===== config.mk =====
export PLATFORM = sky130hd
export DESIGN_NAME = indexed_list_store
export DESIGN_NICKNAME = d
export VERILOG_FILES = /design/src/sv/ils_pkg.sv /design/src/sv/indexed_list_store.sv /design/src/sv/ils_ram.sv
export SDC_FILE = /design/constraint.sdc
export NUM_CORES = 2
export LEC_CHECK = 0
export BUFFER_PORTS_ARGS = -buffer_cell sky130_fd_sc_hd__clkbuf_2
export CORE_MARGIN = 2
export CORE_UTILIZATION = 45
export CTS_CLUSTER_SIZE = 28
export DETAILED_ROUTE_END_ITERATION = 8
export MAX_ROUTING_LAYER = met4
export PLACE_DENSITY_LB_ADDON = 0.2
export SYNTH_ARGS = -nofsm -noshare
export SYNTH_HDL_FRONTEND = slang
export SYNTH_SLANG_ARGS = --single-unit

===== constraint.sdc =====
create_clock -name clk -period 7.8 [get_ports clk]
set_input_delay 2.34 -clock clk [delete_from_list [all_inputs] [get_ports clk]]
set_output_delay 2.34 -clock clk [all_outputs]
set_load 0.02 [all_outputs]

===== src/sv/ils_pkg.sv =====
package ils_pkg;

    localparam logic [2:0] CMD_INSERT = 3'd0;
    localparam logic [2:0] CMD_DELETE = 3'd1;
    localparam logic [2:0] CMD_WRITE  = 3'd2;
    localparam logic [2:0] CMD_READ   = 3'd3;
    localparam logic [2:0] CMD_DEL_EQ = 3'd4;

    localparam logic [1:0] STATUS_OK    = 2'd0;
    localparam logic [1:0] STATUS_RANGE = 2'd1;
    localparam logic [1:0] STATUS_FULL  = 2'd2;

    typedef struct packed {
        logic [2:0]  cmd;
        logic [5:0]  position;
        logic [31:0] value;
    } cmd_t;

    typedef struct packed {
        logic [1:0]  status;
        logic [31:0] read_value;
        logic [6:0]  length;
        logic [6:0]  removed_count;
    } rsp_t;

    typedef enum logic [1:0] {
        S_IDLE,
        S_SCAN,
        S_FLUSH,
        S_FINISH
    } state_t;

endpackage


===== src/sv/indexed_list_store.sv =====
// Ordered list of up to CAPACITY words held in a simple dual-port memory with one
// write and one registered read per cycle. A transaction is taken when start is high
// and busy is low; its result appears on result with done high for exactly one cycle
// and cannot be held off. No new transaction is taken while busy is high. Entries
// move one at a time, each read and then written back: insert moves length-position
// entries, delete moves length-position-1, delete-all-equal scans all length entries
// and a read fetches one. There is no clearing pass.
module indexed_list_store #(
    parameter int CAPACITY   = 64,
    parameter int DATA_WIDTH = 32
) (
    input  logic          clk,
    input  logic          rst_n,
    input  logic          start,
    input  ils_pkg::cmd_t command,
    output logic          busy,
    output logic          done,
    output ils_pkg::rsp_t result
);

    localparam int AW    = $clog2(CAPACITY);
    localparam int CNT_W = $clog2(CAPACITY + 1);
    localparam int CMP_W = (CNT_W > 6) ? CNT_W : 7;

    ils_pkg::state_t state_reg, state_next;
    logic [CNT_W-1:0]      count_reg, count_next;
    logic [2:0]            op_reg, op_next;
    logic [AW-1:0]         pos_reg, pos_next;
    logic [DATA_WIDTH-1:0] val_reg, val_next;
    logic [1:0]            status_reg, status_next;
    logic [AW-1:0]         ptr_reg, ptr_next;
    logic [AW-1:0]         end_reg, end_next;
    logic                  pend_reg, pend_next;
    logic [AW-1:0]         src_reg, src_next;
    logic [CNT_W-1:0]      wptr_reg, wptr_next;
    logic [CNT_W-1:0]      removed_reg, removed_next;
    logic [DATA_WIDTH-1:0] rd_reg, rd_next;
    logic                  done_reg, done_next;
    ils_pkg::rsp_t         rsp_reg, rsp_next;

    logic                  ram_we;
    logic [AW-1:0]         ram_waddr;
    logic [DATA_WIDTH-1:0] ram_wdata;
    logic [AW-1:0]         ram_raddr;
    logic [DATA_WIDTH-1:0] ram_rdata;

    logic [CMP_W-1:0] pos_c;
    logic [CMP_W-1:0] cnt_c;
    logic [AW-1:0]    last_addr;

    ils_ram #(
        .WIDTH (DATA_WIDTH),
        .DEPTH (CAPACITY)
    ) u_ram (
        .clk   (clk),
        .we    (ram_we),
        .waddr (ram_waddr),
        .wdata (ram_wdata),
        .raddr (ram_raddr),
        .rdata (ram_rdata)
    );

    assign busy   = (state_reg != ils_pkg::S_IDLE);
    assign done   = done_reg;
    assign result = rsp_reg;

    assign pos_c     = CMP_W'(command.position);
    assign cnt_c     = CMP_W'(count_reg);
    assign last_addr = AW'(count_reg - CNT_W'(1));

    always_ff @(posedge clk or negedge rst_n)
    begin
        if (!rst_n)
        begin
            state_reg <= ils_pkg::S_IDLE;
            count_reg <= '0;
            pend_reg  <= 1'b0;
            done_reg  <= 1'b0;
        end
        else
        begin
            state_reg <= state_next;
            count_reg <= count_next;
            pend_reg  <= pend_next;
            done_reg  <= done_next;
        end
    end

    always_ff @(posedge clk)
    begin
        op_reg      <= op_next;
        pos_reg     <= pos_next;
        val_reg     <= val_next;
        status_reg  <= status_next;
        ptr_reg     <= ptr_next;
        end_reg     <= end_next;
        src_reg     <= src_next;
        wptr_reg    <= wptr_next;
        removed_reg <= removed_next;
        rd_reg      <= rd_next;
        rsp_reg     <= rsp_next;
    end

    always_comb
    begin
        state_next   = state_reg;
        count_next   = count_reg;
        op_next      = op_reg;
        pos_next     = pos_reg;
        val_next     = val_reg;
        status_next  = status_reg;
        ptr_next     = ptr_reg;
        end_next     = end_reg;
        pend_next    = 1'b0;
        src_next     = src_reg;
        wptr_next    = wptr_reg;
        removed_next = removed_reg;
        rd_next      = rd_reg;
        done_next    = 1'b0;
        rsp_next     = rsp_reg;
        ram_we       = 1'b0;
        ram_waddr    = src_reg;
        ram_wdata    = ram_rdata;
        ram_raddr    = ptr_reg;

        // The word fetched in the previous cycle is handled here: moved one slot
        // or kept by the compaction, or captured for a read.
        if (pend_reg)
        begin
            case (op_reg)
                ils_pkg::CMD_INSERT:
                begin
                    ram_we    = 1'b1;
                    ram_waddr = src_reg + AW'(1);
                end
                ils_pkg::CMD_DELETE:
                begin
                    ram_we    = 1'b1;
                    ram_waddr = src_reg - AW'(1);
                end
                ils_pkg::CMD_READ:
                begin
                    rd_next = ram_rdata;
                end
                ils_pkg::CMD_DEL_EQ:
                begin
                    if (ram_rdata == val_reg)
                    begin
                        removed_next = removed_reg + CNT_W'(1);
                    end
                    else
                    begin
                        ram_we    = 1'b1;
                        ram_waddr = wptr_reg[AW-1:0];
                        wptr_next = wptr_reg + CNT_W'(1);
                    end
                end
                default:
                begin
                end
            endcase
        end

        unique case (state_reg)
            ils_pkg::S_IDLE:
            begin
                if (start)
                begin
                    op_next      = command.cmd;
                    pos_next     = AW'(command.position);
                    val_next     = DATA_WIDTH'(command.value);
                    status_next  = ils_pkg::STATUS_OK;
                    wptr_next    = '0;
                    removed_next = '0;
                    rd_next      = '0;
                    state_next   = ils_pkg::S_FINISH;
                    case (command.cmd)
                        ils_pkg::CMD_INSERT:
                        begin
                            if (pos_c > cnt_c)
                            begin
                                status_next = ils_pkg::STATUS_RANGE;
                            end
                            else if (count_reg == CNT_W'(CAPACITY))
                            begin
                                status_next = ils_pkg::STATUS_FULL;
                            end
                            else if (pos_c < cnt_c)
                            begin
                                ptr_next   = last_addr;
                                end_next   = AW'(command.position);
                                state_next = ils_pkg::S_SCAN;
                            end
                        end
                        ils_pkg::CMD_DELETE:
                        begin
                            if (pos_c >= cnt_c)
                            begin
                                status_next = ils_pkg::STATUS_RANGE;
                            end
                            else if (pos_c + CMP_W'(1) < cnt_c)
                            begin
                                ptr_next   = AW'(command.position) + AW'(1);
                                end_next   = last_addr;
                                state_next = ils_pkg::S_SCAN;
                            end
                        end
                        ils_pkg::CMD_WRITE:
                        begin
                            if (pos_c >= cnt_c)
                            begin
                                status_next = ils_pkg::STATUS_RANGE;
                            end
                        end
                        ils_pkg::CMD_READ:
                        begin
                            if (pos_c >= cnt_c)
                            begin
                                status_next = ils_pkg::STATUS_RANGE;
                            end
                            else
                            begin
                                ptr_next   = AW'(command.position);
                                end_next   = AW'(command.position);
                                state_next = ils_pkg::S_SCAN;
                            end
                        end
                        ils_pkg::CMD_DEL_EQ:
                        begin
                            if (count_reg != '0)
                            begin
                                ptr_next   = '0;
                                end_next   = last_addr;
                                state_next = ils_pkg::S_SCAN;
                            end
                        end
                        default:
                        begin
                        end
                    endcase
                end
            end
            ils_pkg::S_SCAN:
            begin
                ram_raddr = ptr_reg;
                pend_next = 1'b1;
                src_next  = ptr_reg;
                if (ptr_reg == end_reg)
                begin
                    state_next = ils_pkg::S_FLUSH;
                end
                else if (op_reg == ils_pkg::CMD_INSERT)
                begin
                    ptr_next = ptr_reg - AW'(1);
                end
                else
                begin
                    ptr_next = ptr_reg + AW'(1);
                end
            end
            ils_pkg::S_FLUSH:
            begin
                state_next = ils_pkg::S_FINISH;
            end
            ils_pkg::S_FINISH:
            begin
                if (status_reg == ils_pkg::STATUS_OK)
                begin
                    case (op_reg)
                        ils_pkg::CMD_INSERT:
                        begin
                            ram_we     = 1'b1;
                            ram_waddr  = pos_reg;
                            ram_wdata  = val_reg;
                            count_next = count_reg + CNT_W'(1);
                        end
                        ils_pkg::CMD_DELETE:
                        begin
                            count_next = count_reg - CNT_W'(1);
                        end
                        ils_pkg::CMD_WRITE:
                        begin
                            ram_we    = 1'b1;
                            ram_waddr = pos_reg;
                            ram_wdata = val_reg;
                        end
                        ils_pkg::CMD_DEL_EQ:
                        begin
                            count_next = count_reg - removed_reg;
                        end
                        default:
                        begin
                        end
                    endcase
                end
                rsp_next.status        = status_reg;
                rsp_next.read_value    = 32'(rd_reg);
                rsp_next.length        = 7'(count_next);
                rsp_next.removed_count = 7'(removed_reg);
                done_next              = 1'b1;
                state_next             = ils_pkg::S_IDLE;
            end
            default:
            begin
                state_next = ils_pkg::S_IDLE;
            end
        endcase
    end

endmodule


===== src/sv/ils_ram.sv =====
module ils_ram #(
    parameter int WIDTH = 32,
    parameter int DEPTH = 64
) (
    input  logic                     clk,
    input  logic                     we,
    input  logic [$clog2(DEPTH)-1:0] waddr,
    input  logic [WIDTH-1:0]         wdata,
    input  logic [$clog2(DEPTH)-1:0] raddr,
    output logic [WIDTH-1:0]         rdata
);

    logic [WIDTH-1:0] mem [DEPTH];

    always_ff @(posedge clk)
    begin
        if (we)
        begin
            mem[waddr] <= wdata;
        end
        rdata <= mem[raddr];
    end

endmodule

==> metrics.md <==
| Metric | Value |
|---|---|
| Critical Path RT | `8310 ps` |
| Std cell rows | `161` |
| First-pass GRT wire length | `303 mm` |
| Met1 Usage GRT | `32.0%` |
| Met2 global-route usage | `33.4%` |
| Starting Density | `45.2%` |
| Setup crit start | `op_reg[2]` |
| Compound-gate portion of the synthesized area | `1.17%` |
| Max Fanout on Critical Path | `16` |
| Switch share | `30.1%` |
| Post-synthesis adder-cell area fraction | `0.521%` |
| GPL Wtd Cong | `0.877` |
| Commonest non-fill, non-tap cell in the layout | `edfxtp_1` |
| Final net count | `4,193` |
| Worst r2r src | `op_reg[2]` |
| Worst rel slew slack | `12.4%` |
| Critical path's slowest cell | `nor3b_2` |
| H-tree depth | `4` |
| Layout cell share with drive strength beyond 1 | `31.2%` |
| Cell chain of the critical path | `nor2_1 -> nand2_1 -> xnor2_1 -> ha_1 -> nand4_1 -> a31oi_1 -> a311oi_1 -> nand4_1 -> nor3b_2 -> buf_4` |
| XOR/XNOR Fraction of Synth Area | `0.685%` |
| Vias per cell | `5.93` |
| DR WL/cell | `31.1 um` |
| Syn. warnings | `0` |
| Mux cell area share after synthesis | `17.5%` |
| DRT antenna net count | `0` |
| Syn Inst Count | `3,852` |
| P&R area growth vs syn | `13.6%` |
| Met3 Usage GRT | `4.27%` |
| Power Density | `358 nW/um^2` |
| Final HPWL DP | `124 mm` |
| Reg area | `66,600 um^2` |
| Vias in the first global route | `40,751` |
| Number of CTS-inserted buffers | `222` |
| Filler cells | `14,992` |
| Outcome | `complete, no violations` |
| Gate power share | `24.4%` |
| Max-Cap Viols | `0` |
| Worst setup EP type | `register` |
| Fin Setup TNS | `0 ps` |
| Period Utilization, post-route | `71.2%` |
| Post-cts repair resize count | `0` |
| P_int | `24.7 mW` |
| Most frequent CP cell | `nand4_1` |
| Reg2reg end | `u_ram.mem[28][31]` |
| Die H | `443 um` |
| Psw | `10.7 mW` |
| Worst-margin pin slew | `1310 ps` |
| Synth Flop Type | `edfxtp_1` |
| Worst Skew | `52.2 ps` |
| Syn avg cell area | `22.6 um^2` |
| Hold Path Depth | `0` |
| Clock sink count | `2,245` |
| Number of I/O pins | `94` |
| Die width | `443 um` |
| R2r setup slk | `2250 ps` |
| Syn Nets | `3,931` |
| Critical path buffers and inverters | `1` |
| Flip-flop count of the largest register after layout | `2,048` |
| Final hold violations | `0` |
| Root buffer cell | `clkbuf_16` |
| Total global routing overflow | `0` |
| CP delay by family, top | `simple AND/OR/NAND/NOR gates` |
| Largest family of logic cells by synthesized area | `multiplexers` |
| Sequential-to-total area share from yosys stat | `76.6%` |
| CTS tree | `yes` |
| CP Launch Type | `register` |
| Path depth of the worst reg2reg path | `10` |
| Core Area | `192,000 um^2` |
| Largest reg by FF count | `u_ram.mem` |
| Clk Latency, worst-skew pair | `870 ps` |
| Post-synth EDFFs | `2,157` |
| Async set-reset flop share out of synthesis | `0.490%` |
| DR iter-0 viols | `4,534` |
| Largest stage delay, worst path | `1160 ps` |
| Leakage | `31.1 nW` |
| IO buf count | `93` |
| Largest net degree at the start of global routing | `136` |
| Full die area | `197,000 um^2` |
| Final Setup Violations | `0` |
| Util after Layout | `51.4%` |
| GRT busiest layer | `met2` |
| VDD IR max | `0.229 mV` |
| Simple logic cell fraction of the synthesized area | `2.38%` |
| Mapped cell area | `86,900 um^2` |
| Sequential Power Share | `45.2%` |
| Hold Crit Endpoint | `result[25]` |
| Critical hold path startpoint | `rd_reg[11]` |
| Slew Limit Fails | `0` |
| Unrepaired setup endpoints after global routing | `false` |
| Clock buffer depth | `3` |
| Drt drc | `0` |
| HP Class | `reg2reg` |
| Initial antenna violation count | `18` |
| Pre-Repair DR Iteration Count | `5` |
| Total GRT Usage | `22.3%` |
| Fin crit period | `5550 ps` |
| Clock slew at reported path FFs | `60 ps` |
| Most frequent cells in the layout | `edfxtp_1 (2,157), mux4_2 (669), clkbuf_16 (223)` |
| # Post-CTS Setup Buffers | `0` |
| Clock group share of total power | `30.4%` |
| DR vias | `40,524` |
| CP Class | `reg2reg` |
| Synth Register Bits | `2,245` |
| Data arrival, critical path | `6060 ps` |
| Fmax achieved | `180 MHz` |
| Yosys cell types | `66` |
| Final wirelength | `212 mm` |
| Multi-input logic area | `19,800 um^2` |
| Hold_buf cts | `0` |
[final cells by class]
class / count / area share (%)
Sequential cell: 2245 / 67.4
Multi-Input combinational cell: 1375 / 20.0
Clock buffer: 267 / 5.85
Tap cell: 2526 / 3.20
Timing Repair Buffer: 241 / 1.72
Clock inverter: 149 / 1.65
Inverter: 29 / 0.110
Antenna cell: 5 / 0.0127
[metal layers]
metal | vias to the layer above | wire (um)
met2 | 1516 | 100000
met3 | 253 | 15500
met1 | 21969 | 92500
met5 | - | 0
met4 | 0 | 3920
li1 | 16786 | -
[stage by stage]
stage | hold WS (ps) | cell area (um^2) | setup WS [ps] | instances | power (mW)
4_1_cts | 409 | 98700 | 2330 | 6832 | 35.6
5_1_grt | 425 | 98700 | 2020 | 6833 | 36.6
3_3_place_gp | 415 | 91300 | 2650 | 6416 | 24.8
3_5_place_dp | 413 | 91300 | 2380 | 6416 | 24.9
6_report | 414 | 98700 | 2250 | 6837 | 35.4
2_1_floorplan | 408 | 86900 | 1490 | 3852 | 21.3
[power groups by stage]
stage	combinational [mW]	clock (mW)	sequential, mW
floorplan	5.07	0	16.2
global placement	8.60	0	16.2
detailed placement	8.71	0	16.2
CTS	8.71	11.0	16.0
global route	9.17	11.4	16.0
finish	8.63	10.8	16.0
[cell families after synthesis]
kind of cell,count (synthesis)
adders and majority gates,35
AOI/OAI and AO/OA,158
DFF,2245
xor gates and xnor gates,68
buffers and inverters,232
muxes,684
and+or+nand+nor,430
[how the worst max path moves through the flow]
stage | slack, ps | depth (start not counted) | end
floorplan | 1490 | 8 | u_ram.mem[18][0]
global placement | 2650 | 10 | u_ram.mem[28][31]
detailed placement | 2380 | 12 | u_ram.mem[28][11]
CTS | 2330 | 12 | u_ram.mem[28][31]
global route | 2020 | 10 | u_ram.mem[28][31]
finish | 2250 | 10 | u_ram.mem[28][31]
[cells in the mapped netlist (5+ instances only)]
cell      instances  area (um^2)
nor2b_1           9         56.3
ha_1             33          413
a21oi_1          51          255
nand2b_1          9         56.3
and2_1            5         31.3
buf_2            47          235
edfxtp_1       2157        64800
dfrtp_1          11          275
o221ai_1          6         52.6
nor3_1           47          235
mux2_2            7         78.8
a211oi_1          5         37.5
nor2_1           41          154
and3_1            8         50.1
xnor2_1          23          201
mux4_2          669        15100
mux2i_1           8         80.1
xor2_1           45          394
dfxtp_1          77         1540
clkbuf_1        112          420
o21a_1            6         45.0
nor3b_1          33          248
buf_1            41          154
o21ai_0          45          225
nand2_1         207          777
nand4_1          18          113
inv_1            29          109
nand3_1          19         95.1
nor4_1           13         81.3
a31oi_1           5         31.3
[worst register-to-register path, cell delays in order, from the launching register on]
cell and delay (ps):
edfxtp_1 580, nor2_1 430, nand2_1 190, xnor2_1 190, ha_1 290, nand4_1 70
a31oi_1 260, a311oi_1 970, nand4_1 640, nor3b_2 1170, buf_4 420
Power figures use the tool's default switching activity.
